$ cat src/rtl/gbp_pkg.sv
// ----------------------------------------------------------------------------
// Greedy balanced partitioner package
// Payload types, configuration layout, register indices and engine states.
// ----------------------------------------------------------------------------
package gbp_pkg;

  // Input transaction: entry count of one index
  typedef struct packed {
    logic [23:0] entry_count;
    logic        end_of_list;
  } in_item_t;

  // Output transaction: one block boundary
  typedef struct packed {
    logic [4:0]  boundary_position;
    logic [20:0] boundary_value;
    logic        last_boundary;
  } out_item_t;

  // Live configuration
  typedef struct packed {
    logic [30:0] target_load;
    logic [4:0]  num_blocks;
    logic [20:0] total_indices;
  } cfg_t;

  // Register indices
  localparam logic [1:0] CFG_TARGET_LOAD   = 2'd0;
  localparam logic [1:0] CFG_NUM_BLOCKS    = 2'd1;
  localparam logic [1:0] CFG_TOTAL_INDICES = 2'd2;

  // Register reset values
  localparam logic [30:0] TARGET_LOAD_RST   = 31'd1;
  localparam logic [4:0]  NUM_BLOCKS_RST    = 5'd13;
  localparam logic [20:0] TOTAL_INDICES_RST = 21'd1048576;

  // Hard cap on boundaries per run and the smallest block count
  localparam int unsigned RESULT_CAP = 16;
  localparam logic [4:0]  MIN_BLOCKS = 5'd2;

  // Queue depths
  localparam int unsigned IN_DEPTH  = 2;
  localparam int unsigned OUT_DEPTH = 4;

  // Engine sequencer
  typedef enum logic [1:0] {
    ST_ADD,
    ST_CMP,
    ST_FIN
  } state_e;

endpackage

$ cat src/rtl/gbp_fifo.sv
// ----------------------------------------------------------------------------
// Greedy balanced partitioner queue
// Small register queue with push/full and pop/empty, head shown combinationally.
// ----------------------------------------------------------------------------
module gbp_fifo #(
  parameter int unsigned WIDTH = 8,
  parameter int unsigned DEPTH = 2
) (
  input  logic             clk_i,
  input  logic             rst_ni,
  input  logic             push_i,
  input  logic [WIDTH-1:0] wdata_i,
  output logic             full_o,
  input  logic             pop_i,
  output logic [WIDTH-1:0] rdata_o,
  output logic             empty_o
);

  localparam int unsigned AW = (DEPTH > 1) ? $clog2(DEPTH) : 1;
  localparam int unsigned CW = $clog2(DEPTH + 1);
  localparam logic [AW-1:0] LastPtr = AW'(DEPTH - 1);
  localparam logic [CW-1:0] FullCnt = CW'(DEPTH);

  logic [WIDTH-1:0] mem_q [DEPTH];
  logic [AW-1:0]    wr_ptr_q, wr_ptr_d;
  logic [AW-1:0]    rd_ptr_q, rd_ptr_d;
  logic [CW-1:0]    cnt_q, cnt_d;
  logic             do_push, do_pop;

  assign full_o  = (cnt_q == FullCnt);
  assign empty_o = (cnt_q == '0);
  assign rdata_o = mem_q[rd_ptr_q];
  assign do_push = push_i && !full_o;
  assign do_pop  = pop_i && !empty_o;

  // Advance pointers and fill level
  always_comb begin
    wr_ptr_d = wr_ptr_q;
    rd_ptr_d = rd_ptr_q;
    cnt_d    = cnt_q;
    if (do_push) begin
      wr_ptr_d = (wr_ptr_q == LastPtr) ? '0 : wr_ptr_q + AW'(1);
    end
    if (do_pop) begin
      rd_ptr_d = (rd_ptr_q == LastPtr) ? '0 : rd_ptr_q + AW'(1);
    end
    if (do_push && !do_pop) begin
      cnt_d = cnt_q + CW'(1);
    end else if (do_pop && !do_push) begin
      cnt_d = cnt_q - CW'(1);
    end
  end

  always_ff @(posedge clk_i or negedge rst_ni) begin
    if (!rst_ni) begin
      wr_ptr_q <= '0;
      rd_ptr_q <= '0;
      cnt_q    <= '0;
    end else begin
      wr_ptr_q <= wr_ptr_d;
      rd_ptr_q <= rd_ptr_d;
      cnt_q    <= cnt_d;
    end
  end

  // Store entries
  always_ff @(posedge clk_i) begin
    if (do_push) begin
      mem_q[wr_ptr_q] <= wdata_i;
    end
  end

endmodule

$ cat src/rtl/gbp_engine.sv
// ----------------------------------------------------------------------------
// Greedy balanced partitioner engine
// Takes counts from the input queue, decides cuts and pushes boundaries.
// ----------------------------------------------------------------------------
module gbp_engine #(
  parameter int unsigned MAX_BLOCKS = 16
) (
  input  logic              clk_i,
  input  logic              rst_ni,
  input  gbp_pkg::cfg_t     cfg_i,
  input  gbp_pkg::in_item_t in_item_i,
  input  logic              in_empty_i,
  output logic              in_pop_o,
  output gbp_pkg::out_item_t out_item_o,
  input  logic              out_full_i,
  output logic              out_push_o
);

  localparam int unsigned CapInt = (MAX_BLOCKS < gbp_pkg::RESULT_CAP) ?
                                   MAX_BLOCKS : gbp_pkg::RESULT_CAP;
  localparam logic [4:0] Cap = 5'(CapInt);

  gbp_pkg::state_e state_q, state_d;

  logic [31:0] run_q, run_d;
  logic [31:0] best_q, best_d;
  logic [31:0] load_q, load_d;
  logic [20:0] idx_q, idx_d;
  logic [4:0]  be_q, be_d;
  logic        fin_q, fin_d;
  logic        have_q, have_d;
  logic [23:0] cnt_q, cnt_d;
  logic        eol_q, eol_d;

  logic [4:0]  lim;
  logic [23:0] cur_cnt;
  logic        cur_eol;
  logic [32:0] sum;
  logic [31:0] sat_load;
  logic [31:0] tgt;
  logic [31:0] trial_dist;
  logic [20:0] idx_inc;

  // Clamp the block count
  always_comb begin
    if (cfg_i.num_blocks < gbp_pkg::MIN_BLOCKS) begin
      lim = gbp_pkg::MIN_BLOCKS;
    end else if (cfg_i.num_blocks > Cap) begin
      lim = Cap;
    end else begin
      lim = cfg_i.num_blocks;
    end
  end

  // Current item: held copy on a retry, queue head on the first attempt
  assign cur_cnt = have_q ? cnt_q : in_item_i.entry_count;
  assign cur_eol = have_q ? eol_q : in_item_i.end_of_list;

  // Saturating load sum
  assign sum      = {1'b0, run_q} + {9'b0, cur_cnt};
  assign sat_load = sum[32] ? '1 : sum[31:0];

  // Distance of the trial load from the target
  assign tgt        = {1'b0, cfg_i.target_load};
  assign trial_dist = (load_q > tgt) ? (load_q - tgt) : (tgt - load_q);
  assign idx_inc    = idx_q + 21'd1;

  // Sequence one attempt at a time
  always_comb begin
    state_d    = state_q;
    run_d      = run_q;
    best_d     = best_q;
    load_d     = load_q;
    idx_d      = idx_q;
    be_d       = be_q;
    fin_d      = fin_q;
    have_d     = have_q;
    cnt_d      = cnt_q;
    eol_d      = eol_q;
    in_pop_o   = 1'b0;
    out_push_o = 1'b0;
    out_item_o = '0;

    case (state_q)
      gbp_pkg::ST_ADD: begin
        if (have_q || !in_empty_i) begin
          if (!have_q) begin
            in_pop_o = 1'b1;
            have_d   = 1'b1;
            cnt_d    = in_item_i.entry_count;
            eol_d    = in_item_i.end_of_list;
          end
          if (fin_q) begin
            // drop counts until the list ends, then re-arm
            have_d = 1'b0;
            if (cur_eol) begin
              run_d  = '0;
              best_d = tgt;
              idx_d  = '0;
              be_d   = 5'd1;
              fin_d  = 1'b0;
            end
          end else if (be_q >= lim) begin
            state_d = gbp_pkg::ST_FIN;
          end else begin
            load_d  = sat_load;
            state_d = gbp_pkg::ST_CMP;
          end
        end
      end

      gbp_pkg::ST_CMP: begin
        if (trial_dist <= best_q) begin
          // take the count into the block
          run_d  = load_q;
          best_d = trial_dist;
          idx_d  = idx_inc;
          if (eol_q || (idx_inc >= cfg_i.total_indices)) begin
            state_d = gbp_pkg::ST_FIN;
          end else begin
            have_d  = 1'b0;
            state_d = gbp_pkg::ST_ADD;
          end
        end else if (!out_full_i) begin
          // cut here, restart empty and retry the same count
          out_push_o                   = 1'b1;
          out_item_o.boundary_position = be_q;
          out_item_o.boundary_value    = idx_q;
          out_item_o.last_boundary     = 1'b0;
          be_d                         = be_q + 5'd1;
          run_d                        = '0;
          best_d                       = tgt;
          state_d                      = gbp_pkg::ST_ADD;
        end
      end

      gbp_pkg::ST_FIN: begin
        if (!out_full_i) begin
          out_push_o                   = 1'b1;
          out_item_o.boundary_position = be_q;
          out_item_o.boundary_value    = cfg_i.total_indices;
          out_item_o.last_boundary     = 1'b1;
          have_d                       = 1'b0;
          state_d                      = gbp_pkg::ST_ADD;
          if (eol_q) begin
            run_d  = '0;
            best_d = tgt;
            idx_d  = '0;
            be_d   = 5'd1;
            fin_d  = 1'b0;
          end else begin
            fin_d = 1'b1;
          end
        end
      end

      default: begin
        state_d = gbp_pkg::ST_ADD;
      end
    endcase
  end

  // State register
  always_ff @(posedge clk_i or negedge rst_ni) begin
    if (!rst_ni) begin
      state_q <= gbp_pkg::ST_ADD;
    end else begin
      state_q <= state_d;
    end
  end

  // Run state
  always_ff @(posedge clk_i or negedge rst_ni) begin
    if (!rst_ni) begin
      run_q  <= '0;
      best_q <= {1'b0, gbp_pkg::TARGET_LOAD_RST};
      idx_q  <= '0;
      be_q   <= 5'd1;
      fin_q  <= 1'b0;
      have_q <= 1'b0;
    end else begin
      run_q  <= run_d;
      best_q <= best_d;
      idx_q  <= idx_d;
      be_q   <= be_d;
      fin_q  <= fin_d;
      have_q <= have_d;
    end
  end

  // Held item and trial load
  always_ff @(posedge clk_i) begin
    load_q <= load_d;
    cnt_q  <= cnt_d;
    eol_q  <= eol_d;
  end

endmodule

$ cat src/rtl/greedy_balanced_partitioner.sv
// ----------------------------------------------------------------------------
// Greedy balanced partitioner
// Cuts a stream of per-index entry counts into contiguous blocks near a target.
// ----------------------------------------------------------------------------
// Usage:
//   Input queue side: drive in_item_i and raise push; the count is taken on a
//   rising edge with push high and full low. Raise end_of_list on the last index.
//   Result queue side: while empty is low, out_item_o shows the oldest boundary;
//   pop high with empty low takes it. The last boundary of a run has
//   last_boundary set and equals total_indices.
//   Configuration: cfg_valid_i with cfg_index_i and cfg_data_i; cfg_ready_o is
//   always high. Write only while the block is idle.
//   Sequencing: each attempt at a count is a saturating add, then a distance
//   compare, through the single engine; each cut before a count that fits
//   adds another attempt, and the final boundary takes a step of its own.
//   Reset: queues empty, registers return to defaults, a fresh run begins.
//   Stalls: a full result queue holds the engine, the input queue then fills
//   and full rises; nothing is lost.
// ----------------------------------------------------------------------------
module greedy_balanced_partitioner #(
  parameter int unsigned MAX_BLOCKS = 16
) (
  input  logic               clk_i,
  input  logic               rst_ni,
  input  gbp_pkg::in_item_t  in_item_i,
  input  logic               push,
  output logic               full,
  output gbp_pkg::out_item_t out_item_o,
  output logic               empty,
  input  logic               pop,
  input  logic               cfg_valid_i,
  output logic               cfg_ready_o,
  input  logic [1:0]         cfg_index_i,
  input  logic [30:0]        cfg_data_i
);

  gbp_pkg::cfg_t      cfg_q;
  gbp_pkg::in_item_t  head_item;
  gbp_pkg::out_item_t eng_item;
  logic               in_empty, in_pop;
  logic               out_full, out_push;
  logic [$bits(gbp_pkg::in_item_t)-1:0]  in_rdata;
  logic [$bits(gbp_pkg::out_item_t)-1:0] out_rdata;

  assign cfg_ready_o = 1'b1;

  // Write configuration registers
  always_ff @(posedge clk_i or negedge rst_ni) begin
    if (!rst_ni) begin
      cfg_q.target_load   <= gbp_pkg::TARGET_LOAD_RST;
      cfg_q.num_blocks    <= gbp_pkg::NUM_BLOCKS_RST;
      cfg_q.total_indices <= gbp_pkg::TOTAL_INDICES_RST;
    end else if (cfg_valid_i) begin
      case (cfg_index_i)
        gbp_pkg::CFG_TARGET_LOAD:   cfg_q.target_load   <= cfg_data_i;
        gbp_pkg::CFG_NUM_BLOCKS:    cfg_q.num_blocks    <= cfg_data_i[4:0];
        gbp_pkg::CFG_TOTAL_INDICES: cfg_q.total_indices <= cfg_data_i[20:0];
        default: ;
      endcase
    end
  end

  // Front: input queue
  gbp_fifo #(
    .WIDTH ($bits(gbp_pkg::in_item_t)),
    .DEPTH (gbp_pkg::IN_DEPTH)
  ) u_in_q (
    .clk_i   (clk_i),
    .rst_ni  (rst_ni),
    .push_i  (push),
    .wdata_i (in_item_i),
    .full_o  (full),
    .pop_i   (in_pop),
    .rdata_o (in_rdata),
    .empty_o (in_empty)
  );

  assign head_item = gbp_pkg::in_item_t'(in_rdata);

  // Back: partitioning engine
  gbp_engine #(
    .MAX_BLOCKS (MAX_BLOCKS)
  ) u_engine (
    .clk_i      (clk_i),
    .rst_ni     (rst_ni),
    .cfg_i      (cfg_q),
    .in_item_i  (head_item),
    .in_empty_i (in_empty),
    .in_pop_o   (in_pop),
    .out_item_o (eng_item),
    .out_full_i (out_full),
    .out_push_o (out_push)
  );

  // Result queue
  gbp_fifo #(
    .WIDTH ($bits(gbp_pkg::out_item_t)),
    .DEPTH (gbp_pkg::OUT_DEPTH)
  ) u_out_q (
    .clk_i   (clk_i),
    .rst_ni  (rst_ni),
    .push_i  (out_push),
    .wdata_i (eng_item),
    .full_o  (out_full),
    .pop_i   (pop),
    .rdata_o (out_rdata),
    .empty_o (empty)
  );

  assign out_item_o = gbp_pkg::out_item_t'(out_rdata);

endmodule

$ cat config.mk
export PLATFORM = sky130hd
export DESIGN_NAME = greedy_balanced_partitioner
export DESIGN_NICKNAME = d
export VERILOG_FILES = /design/src/rtl/gbp_pkg.sv /design/src/rtl/gbp_fifo.sv /design/src/rtl/gbp_engine.sv /design/src/rtl/greedy_balanced_partitioner.sv
export SDC_FILE = /design/constraint.sdc
export NUM_CORES = 1
export LEC_CHECK = 0
export BUFFER_PORTS_ARGS = -buffer_cell sky130_fd_sc_hd__buf_4
export CORE_AREA = 3 3 236 238
export DETAILED_ROUTE_END_ITERATION = 16
export DIE_AREA = 0 0 239 241
export SETUP_SLACK_MARGIN = 0.05
export SLEW_MARGIN = 20
export SYNTH_ARGS = -nofsm -noshare
export SYNTH_HDL_FRONTEND = slang
export SYNTH_SLANG_ARGS = --single-unit
export TNS_END_PERCENT = 10
$ cat constraint.sdc
create_clock -name clk_i -period 5.93 [get_ports clk_i]
set_input_delay 1.4825 -clock clk_i [delete_from_list [all_inputs] [get_ports clk_i]]
set_output_delay 1.4825 -clock clk_i [all_outputs]
set_load 0.02 [all_outputs]
==> impl_metrics.yaml, run 1 <==
layout:
  diodes: 0
  ff_latch_area_mm2: 0.01052
  drive_gt1_share_pct: 24.72
  fillers: 4833
  area_growth_syn_to_layout_pct: 24.19
  fin_nets: 2508
  multi_input_area_mm2: 0.01037
  post-route-util_pct: 49.54
die:
  die-area_mm2: 0.05760
  initial_utilization_pct: 39.89
  fp.dieW_um: 239
  io_pins: 93
  coreArea_mm2: 0.05381
  die_y_um: 241
  fp-row-count: 85
drt:
  drt-wirelength-per-cell_um: 18.89
  finalWirelength_mm: 56.95
  drt_pass1_iterations: 5
  drcViolationCount: 0
  ant_nets: 0
  initialDrtViolationCount: 1026
  via_per_inst: 5.336
  dr_total_vias: 16083
setup_path:
  arrival_ns: 6.47
  end_kind: "register"
  critPathBufInv: 4
  critPathMaxStageDelay_ns: 0.59
  slowest_stage: "or4_4"
  ff2ff_setup_slack_ns: -0.05
  cp_max_fo: 6
  critPathTopFamily: "compound AO/OA/AOI/OAI gates"
  path_class: "register to register"
  critPathLaunch: "cfg_q[26]$_DFFE_PN1P_"
  worstPathRequired_ns: 6.43
  start_kind: "register"
  r2r-start: "cfg_q[26]$_DFFE_PN1P_"
synth:
  syn_area_mm2: 0.02147
  synth_compound_area_share_pct: 14.76
  avgSynthCellArea_um2: 10.82
  synth_nets: 2208
  synth-warning-count: 0
  synth-adder-area-share_pct: 9.523
  synth_edf_count: 215
  synth-xor-area-share_pct: 3.019
  ys_seq_area_share_pct: 49.00
  ys_types: 79
  synthMuxAreaShare_pct: 7.623
  synthFlopType: "edfxtp_1"
  synth_top_family_by_area: "compound AO/OA/AOI/OAI gates"
  async_flop_share_pct: 42.97
  synth-seq-cells: 377
  synth-simple-area-share_pct: 11.69
  synthCells: 1984
placed_design:
  hpwl_mm: 42.53
  portBuffers: 91
  place_congestion: 0.9029
  pre_cts_ws_ns: -0.5485
timing:
  fmaxAchievable_mhz: 167.3
  fin_hold_ws_ns: 0.4786
  setup_violations: 2
  fin_crit_ns: 5.976
  fin_skew_ns: 0.02109
  tightest_slew_ns: 0.9820
  rsz0062_at_grt: "yes"
  setup_slack_ns: -0.04589
  timing.final.hold_violations: 0
  drv_slew: 0
  fin_tns_setup_ns: -0.08271
  max_slew_margin_pct: 34.53
  fin_crit_sh_pct: 100.8
clocking:
  cts_buffers: 43
  htreeDepth: 2
  cts_sinks: 377
  clk_latency_ns: 0.58
  cts-root-buf: "clkbuf_16"
  cts_max_path_buffers: 3
  path_clk_slew_ns: 0.06
  cts_tree: "built"
min_path:
  hold_class: "register to register"
  min-delay-start: "u_engine.best_q[8]$_DFFE_PN0P_"
grt:
  gr-usage-all-layers_pct: 19.45
  grt_pass1_wl_mm: 88.49
  overflow: 0
  antenna_found_initial: 0
  grt_pass1_vias: 15985
  grt_max_degree: 101
run:
  drv_cap: 0
status:
  violations: "setup timing"
  status: "finished, violations left"
[path summary, 6_finish.rpt]
check,to,cells after the start
max,u_out_q.cnt_q[2]$_DFFE_PN0P_,26
min,u_engine.best_q[8]$_DFFE_PN0P_,2
max reg2reg,u_out_q.cnt_q[2]$_DFFE_PN0P_,26
min reg2reg,u_engine.best_q[8]$_DFFE_PN0P_,2
max in group asynchronous,cfg_q[26]$_DFFE_PN1P_,2
min in group asynchronous,u_engine.best_q[20]$_DFFE_PN0P_,1
[Yosys cell counts (7+ instances only)]
master / n / share of area [%]
nor2_1: 62 / 1.1
xor2_1: 31 / 1.3
o21a_1: 17 / 0.59
o211ai_1: 17 / 0.59
clkbuf_1: 44 / 0.77
dfstp_2: 7 / 0.86
inv_1: 142 / 2.5
edfxtp_1: 215 / 30
dfrtp_1: 155 / 18
nor3_1: 18 / 0.42
and2_1: 18 / 0.52
o21ai_0: 173 / 4.0
nand4_1: 30 / 0.87
buf_2: 30 / 0.70
nand3_1: 33 / 0.77
a311oi_1: 7 / 0.29
a21oi_1: 102 / 2.4
nor2b_1: 39 / 1.1
nand2b_1: 17 / 0.50
a22oi_1: 26 / 0.91
mux2_2: 38 / 2.0
a221o_1: 7 / 0.33
mux2i_1: 60 / 2.8
xnor2_1: 43 / 1.8
and3_1: 13 / 0.38
ha_1: 157 / 9.2
a22o_1: 20 / 0.82
mux4_2: 27 / 2.8
o21bai_1: 11 / 0.38
a31oi_1: 11 / 0.32
a21o_1: 54 / 1.9
a211oi_1: 8 / 0.28
or3_1: 16 / 0.47
nand2_1: 230 / 4.0
[cell usage in the layout, fill, tap and decap left out, types with 23 or more instances in the layout]
cell type / count
edfxtp_1: 215
a21oi_1: 101
dfrtp_1: 154
ha_1: 154
inv_1: 138
xnor2_1: 42
nand3_1: 32
a22oi_1: 23
nand4_1: 30
xor2_1: 31
mux2_2: 37
nand2_1: 224
mux2i_1: 58
o21ai_0: 169
nor2_1: 59
a21o_1: 54
nor2b_1: 33
mux4_2: 27
clkbuf_16: 48
buf_4: 313
[cells by family after synthesis]
group | after synthesis
AND/OR/NAND/NOR | 516
multiplexers | 125
flip-flops | 377
adder cells (fa/ha/maj) | 161
XOR/XNOR | 74
buffers and inverters | 230
AO/OA/AOI/OAI | 500
other | 1
[state kept, by name, summed over array words and instances, names as in the netlist]
register and cells:
u_engine.cnt_q 24, u_engine.run_q 32, u_engine.load_q 32, u_engine.state_q 2
u_out_q.rd_ptr_q 2, u_engine.best_q 32, u_in_q.rd_ptr_q 1, u_in_q.wr_ptr_q 1
u_out_q.mem_q 108, u_out_q.wr_ptr_q 2, u_in_q.mem_q 50, u_engine.fin_q 1
u_engine.be_q 5, u_engine.eol_q 1, u_engine.idx_q 21, u_out_q.cnt_q 3
cfg_q 57, u_engine.have_q 1, u_in_q.cnt_q 2
[timing repair]
item / CTS / global route
setup endpoints to repair: 291 / 261
hold buffers: 0 / 0
resized for setup: 43 / 58
pin swaps: 28 / 40
buffers inserted: 19 / 12
gates cloned: 0 / 3
[layout make-up]
cell class,instances,share of cell area (%)
flip-flops and latches,377,39.46
multi-input cells,1377,38.91
repair buffers,343,10.70
clock buffers,60,4.548
well taps,696,3.266
inverters,142,2.009
clock inverters,19,1.112
[layer usage]
metal | wire [um] | global-route usage [%] | vias up | part of all wire, %
met1 | 26820 | 27.33 | 7780 | 47
met4 | 1755 | 7.055 | 0 | 3.1
met5 | 0 | 0 | - | 0
li1 | - | - | 7818 | -
met3 | 2577 | 2.468 | 96 | 4.5
met2 | 25790 | 31.09 | 389 | 45
[tightest hold or removal path, cell delays in order (launching register included)]
cell and delay (ns):
dfrtp_1 0.34, nand2_1 0.04, o21ai_0 0.06
[stage by stage]
stage,instance area [um2],cells
after floorplan,21490,1984
after global placement,24430,2905
after detailed placement,24430,2905
after CTS,26290,3003
after global routing,26660,3014
final,26660,3014
Power of run 1 is left out: the tool's default activity adds up to more than one toggle a clock period on the data nets, which glitch-free logic cannot reach.
==> run 2: changes to the inputs <==
--- a/config.mk
+++ b/config.mk
@@ -9,6 +9,7 @@
 export CORE_AREA = 3 3 236 238
 export DETAILED_ROUTE_END_ITERATION = 16
 export DIE_AREA = 0 0 239 241
+export GPL_TIMING_DRIVEN = 0
 export SETUP_SLACK_MARGIN = 0.05
 export SLEW_MARGIN = 20
 export SYNTH_ARGS = -nofsm -noshare
==> impl_metrics.yaml, run 2 (same netlist as run 1, synthesis figures left out) <==
layout:
  fillers: 4894
  multi_input_area_mm2: 0.01051
  drive_gt1_share_pct: 19.95
  layout.cells.non_filler: 2902
  diodes: 0
  regMostFlops: "u_out_q.mem_q"
  final_common_cell: "nand2_1"
  fin_area_mm2: 0.02572
  final_cell_mix: "nand2_1 (230), edfxtp_1 (215), o21ai_0 (158)"
  area_growth_syn_to_layout_pct: 19.82
  largest_reg_flops: 108
  fin_nets: 2395
  reg_top3: "u_out_q.mem_q x108, cfg_q x57, u_in_q.mem_q x50"
  ff_latch_area_mm2: 0.01052
run:
  drv_cap: 0
clocking:
  cts-root-buf: "clkbuf_16"
  holdBufCountCts: 0
  clk_latency_ns: 0.57
  cts_sinks: 377
  cts_tree: "built"
  cts_max_path_buffers: 3
  cts_buffers: 43
  path_clk_slew_ns: 0.06
  htreeDepth: 2
setup_path:
  slowest_stage: "or4_4"
  critPathMaxStageDelay_ns: 0.59
  start_kind: "register"
  critPathTopFamily: "compound AO/OA/AOI/OAI gates"
  end_kind: "register"
  ff2ff_path_depth: 26
  path_class: "register to register"
  ff2ff_setup_slack_ns: -0.23
  arrival_ns: 6.64
  critPathBufInv: 4
  rr_endpoint: "u_out_q.cnt_q[2]$_DFFE_PN0P_"
  worstPathRequired_ns: 6.41
  r2r-start: "cfg_q[26]$_DFFE_PN1P_"
  cp_max_fo: 3
placed_design:
  hpwl_mm: 43.94
  place_inst: 2782
  portBuffers: 91
  place_congestion: 0.9199
  dpl_cell_area_mm2: 0.02326
  pre_cts_ws_ns: -1.254
die:
  coreArea_mm2: 0.05381
  initial_utilization_pct: 39.89
  fp-row-count: 85
  io_pins: 93
  die-area_mm2: 0.05760
  die_y_um: 241
  fp.dieW_um: 239
drt:
  finalWirelength_mm: 57.95
  drt-wirelength-per-cell_um: 19.97
  drt_pass1_iterations: 5
  dr_total_vias: 15726
  drcViolationCount: 0
  ant_nets: 0
  via_per_inst: 5.419
  initialDrtViolationCount: 1154
timing:
  fin_crit_sh_pct: 103.8
  fmaxAchievable_mhz: 162.4
  fin_crit_ns: 6.156
  timing.final.hold_violations: 0
  setup_violations: 82
  drv_slew: 0
  rsz0062_at_grt: "yes"
  setup_slack_ns: -0.2262
  max_slew_margin_pct: 34.01
  fin_skew_ns: 0.02736
  tightest_slew_ns: 0.9899
min_path:
  hold_end: "u_engine.best_q[13]$_DFFE_PN0P_"
  min-delay-start: "u_engine.best_q[13]$_DFFE_PN0P_"
  min_delay_path_depth: 2
  hold_class: "register to register"
status:
  violations: "setup timing"
  status: "finished, violations left"
grt:
  overflow: 0
  met2_usage_pct: 33.59
  grt_pass1_wl_mm: 90.24
  grt_busiest_layer: "met2"
  antenna_found_initial: 0
  grt_max_degree: 86
  met3_usage_pct: 2.263
  gr-usage-all-layers_pct: 20.13
  grt_use_met1_pct: 27.45
  grt_pass1_vias: 15944
run 2: metrics by stage:
| stage | TNS [ns] | utilization [%] | hold slack (ns) |
|---|---|---|---|
| floorplan | 0 | - | 0.4387 |
| global placement | -348.91 | 42.82 | 0.4550 |
| detailed placement | -215.59 | 43.22 | 0.4594 |
| CTS | -13.81 | 46.84 | 0.4743 |
| global route | -46.65 | 47.80 | 0.4988 |
| finish | -1.325 | 47.80 | 0.4735 |
run 2: tightest hold or removal path, cell delays in order (launching register included):
cell     delay (ns)
dfrtp_1        0.34
nand2_1        0.05
nand2_1        0.05
run 2: final cells by class:
| cell class | count | area share (%) |
|---|---|---|
| sequential | 377 | 40.89 |
| inverter | 142 | 2.072 |
| clock buffer | 57 | 4.587 |
| multi-input combinational | 1377 | 40.84 |
| clock inverter | 23 | 1.051 |
| buffer | 82 | 2.272 |
| timing repair buffer | 148 | 4.898 |
| tap | 696 | 3.385 |
run 2: metal layers:
metal	up-vias	wire length, um	share of wire [%]
met5	-	0	0
met4	0	1807	3.1
met3	105	2539	4.4
met2	377	27350	47
met1	7666	26260	45
li1	7578	-	-
run 2: how the worst max path moves through the flow:
stage / from / endpoint / slack, ns / cells past startpoint
global route: cfg_q[32]$_DFFE_PN0P_ / u_out_q.cnt_q[2]$_DFFE_PN0P_ / -0.58 / 24
finish: cfg_q[26]$_DFFE_PN1P_ / u_out_q.cnt_q[2]$_DFFE_PN0P_ / -0.23 / 26
detailed placement: cfg_q[54]$_DFFE_PN0P_ / u_out_q.cnt_q[2]$_DFFE_PN0P_ / -1.25 / 27
global placement: cfg_q[54]$_DFFE_PN0P_ / u_out_q.mem_q[1][18]$_DFFE_PP_ / -1.57 / 21
CTS: cfg_q[26]$_DFFE_PN1P_ / u_out_q.cnt_q[2]$_DFFE_PN0P_ / -0.24 / 27
floorplan: cfg_q[26]$_DFFE_PN1P_ / u_out_q.cnt_q[2]$_DFFE_PN0P_ / 0.09 / 27
run 2: timing repair:
item | CTS | global route
endpoints found under the setup margin | 310 | 308
pin swaps | 26 | 27
setup buffers | 31 | 15
resized for setup | 66 | 131
Power of run 2 is left out for the same reason.
==> run 3: changes to the inputs <==
--- a/config.mk
+++ b/config.mk
@@ -5,7 +5,7 @@
 export SDC_FILE = /design/constraint.sdc
 export NUM_CORES = 1
 export LEC_CHECK = 0
-export BUFFER_PORTS_ARGS = -buffer_cell sky130_fd_sc_hd__buf_4
+export BUFFER_PORTS_ARGS = -buffer_cell sky130_fd_sc_hd__buf_2
 export CORE_AREA = 3 3 236 238
 export DETAILED_ROUTE_END_ITERATION = 16
 export DIE_AREA = 0 0 239 241
==> impl_metrics.yaml, run 3 (same netlist as run 1, synthesis figures left out) <==
status:
  status: "finished, violations left"
  violations: "setup timing"
drt:
  drt-wirelength-per-cell_um: 19.90
  ant_nets: 0
  drt_pass1_iterations: 5
  drcViolationCount: 0
  dr_total_vias: 15609
  initialDrtViolationCount: 1043
  via_per_inst: 5.382
  finalWirelength_mm: 57.71
timing:
  fmaxAchievable_mhz: 163.6
  rsz0062_at_grt: "yes"
  fin_skew_ns: 0.03914
  setup_slack_ns: -0.1840
  drv_slew: 0
  fin_crit_ns: 6.114
  tightest_slew_ns: 1.125
  setup_violations: 84
  max_slew_margin_pct: 24.33
  fin_crit_sh_pct: 103.1
  timing.final.hold_violations: 0
layout:
  reg_top3: "u_out_q.mem_q x108, cfg_q x57, u_in_q.mem_q x50"
  diodes: 0
  fin_nets: 2394
  fillers: 4959
  final_cell_mix: "nand2_1 (230), edfxtp_1 (215), o21ai_0 (168)"
  layout.cells.non_filler: 2900
  regMostFlops: "u_out_q.mem_q"
  drive_gt1_share_pct: 19.83
  final_common_cell: "nand2_1"
  largest_reg_flops: 108
  area_growth_syn_to_layout_pct: 18.94
grt:
  gr-usage-all-layers_pct: 19.92
  antenna_found_initial: 0
  grt_pass1_wl_mm: 89.38
  grt_pass1_vias: 15740
  grt_max_degree: 92
  overflow: 0
clocking:
  path_clk_slew_ns: 0.06
  clk_latency_ns: 0.59
  cts_max_path_buffers: 3
  holdBufCountCts: 0
  cts_buffers: 43
  cts_tree: "built"
  cts-root-buf: "clkbuf_16"
  htreeDepth: 2
  cts_sinks: 377
die:
  fp-row-count: 85
  die_y_um: 241
  die-area_mm2: 0.05760
  fp.dieW_um: 239
  coreArea_mm2: 0.05381
  io_pins: 93
  initial_utilization_pct: 39.89
setup_path:
  worstPathRequired_ns: 6.40
  start_kind: "register"
  cp_max_fo: 5
  end_kind: "register"
  path_class: "register to register"
  arrival_ns: 6.59
placed_design:
  place_congestion: 0.9336
  place_inst: 2782
  portBuffers: 91
  hpwl_mm: 43.48
run:
  drv_cap: 0
min_path:
  hold_class: "register to register"
-- run 3: changes by cell type in the layout (fill, tap and decap cells not counted), moves of 5 or more --
| cell | change |
|---|---|
| buf_2 | +89 |
| buf_6 | +6 |
| buf_12 | -5 |
| a22oi_1 | +5 |
| buf_4 | -97 |
| o21ai_0 | +10 |
| o21ai_1 | -10 |
| clkbuf_1 | -5 |
| a22oi_2 | -5 |
| clkinv_2 | +7 |
-- run 3: worst max-delay path, cell delays in order, from the launching register on --
cell and delay, ns:
dfstp_2 0.57, ha_4 0.15, inv_2 0.04, fa_2 0.36, a211oi_4 0.27, o211ai_1 0.20, a31oi_1 0.26, o21ai_2 0.15
o21ai_4 0.25, buf_12 0.16, mux2i_1 0.07, a221o_1 0.36, a31oi_1 0.19, xor2_1 0.10, ha_1 0.38, nand4_4 0.11
or4_4 0.54, a311o_1 0.31, and2_4 0.16, o21ba_4 0.20, nor3b_4 0.21, buf_6 0.14, ha_4 0.12, inv_2 0.03
fa_2 0.32, xor2_1 0.15, nor2_1 0.07, xor2_1 0.16
-- run 3: per-layer routing --
metal | global-route usage (%) | vias up | share of wire, %
met5 | 0 | - | 0
met4 | 8.283 | 0 | 3.8
met3 | 2.434 | 109 | 3.9
met2 | 32.29 | 372 | 46
met1 | 27.23 | 7533 | 46
li1 | - | 7595 | -
-- run 3: timing repair --
action	CTS	global route
buffers inserted	27	15
resized for setup	86	104
pin swaps	31	32
gates cloned	1	1
setup endpoints to repair	309	308
-- run 3: worst paths after layout --
| kind | endpoint | start | cells after the start | slack, ns |
|---|---|---|---|---|
| max | u_out_q.cnt_q[2]$_DFFE_PN0P_ | cfg_q[26]$_DFFE_PN1P_ | 27 | -0.18 |
| min | u_engine.best_q[24]$_DFFE_PN0P_ | u_engine.best_q[24]$_DFFE_PN0P_ | 2 | 0.47 |
| max reg2reg | u_out_q.cnt_q[2]$_DFFE_PN0P_ | cfg_q[26]$_DFFE_PN1P_ | 27 | -0.18 |
| min reg2reg | u_engine.best_q[24]$_DFFE_PN0P_ | u_engine.best_q[24]$_DFFE_PN0P_ | 2 | 0.47 |
| max in group asynchronous | cfg_q[26]$_DFFE_PN1P_ | rst_ni | 2 | 4.12 |
| min in group asynchronous | u_engine.best_q[29]$_DFFE_PN0P_ | rst_ni | 1 | 0.89 |
-- run 3: final cells by class --
type / count / area [um2] / share of cell area [%]
Sequential cell: 377 / 10520 / 41.20
Clock inverter: 32 / 401.6 / 1.573
Buffer: 84 / 575.6 / 2.254
Tap cell: 696 / 870.8 / 3.411
Clock buffer: 47 / 1091 / 4.273
Timing Repair Buffer: 145 / 1047 / 4.102
Multi-Input combinational cell: 1377 / 10500 / 41.10
Inverter: 142 / 533.0 / 2.088
-- run 3: stage by stage --
| stage | setup WS [ns] | instance area [um2] | hold slack, ns | setup TNS, ns | utilization, % |
|---|---|---|---|---|---|
| global placement | -1.440 | 22810 | 0.4557 | -304.76 | 42.39 |
| floorplan | 0.08719 | 21490 | 0.4387 | 0 | - |
| detailed placement | -1.177 | 23040 | 0.4557 | -202.24 | 42.81 |
| CTS | -0.1905 | 25070 | 0.4699 | -0.3389 | 46.59 |
| global route | -0.4610 | 25530 | 0.4938 | -47.62 | 47.45 |
| finish | -0.1840 | 25530 | 0.4712 | -3.125 | 47.45 |
Power of run 3 is left out for the same reason.
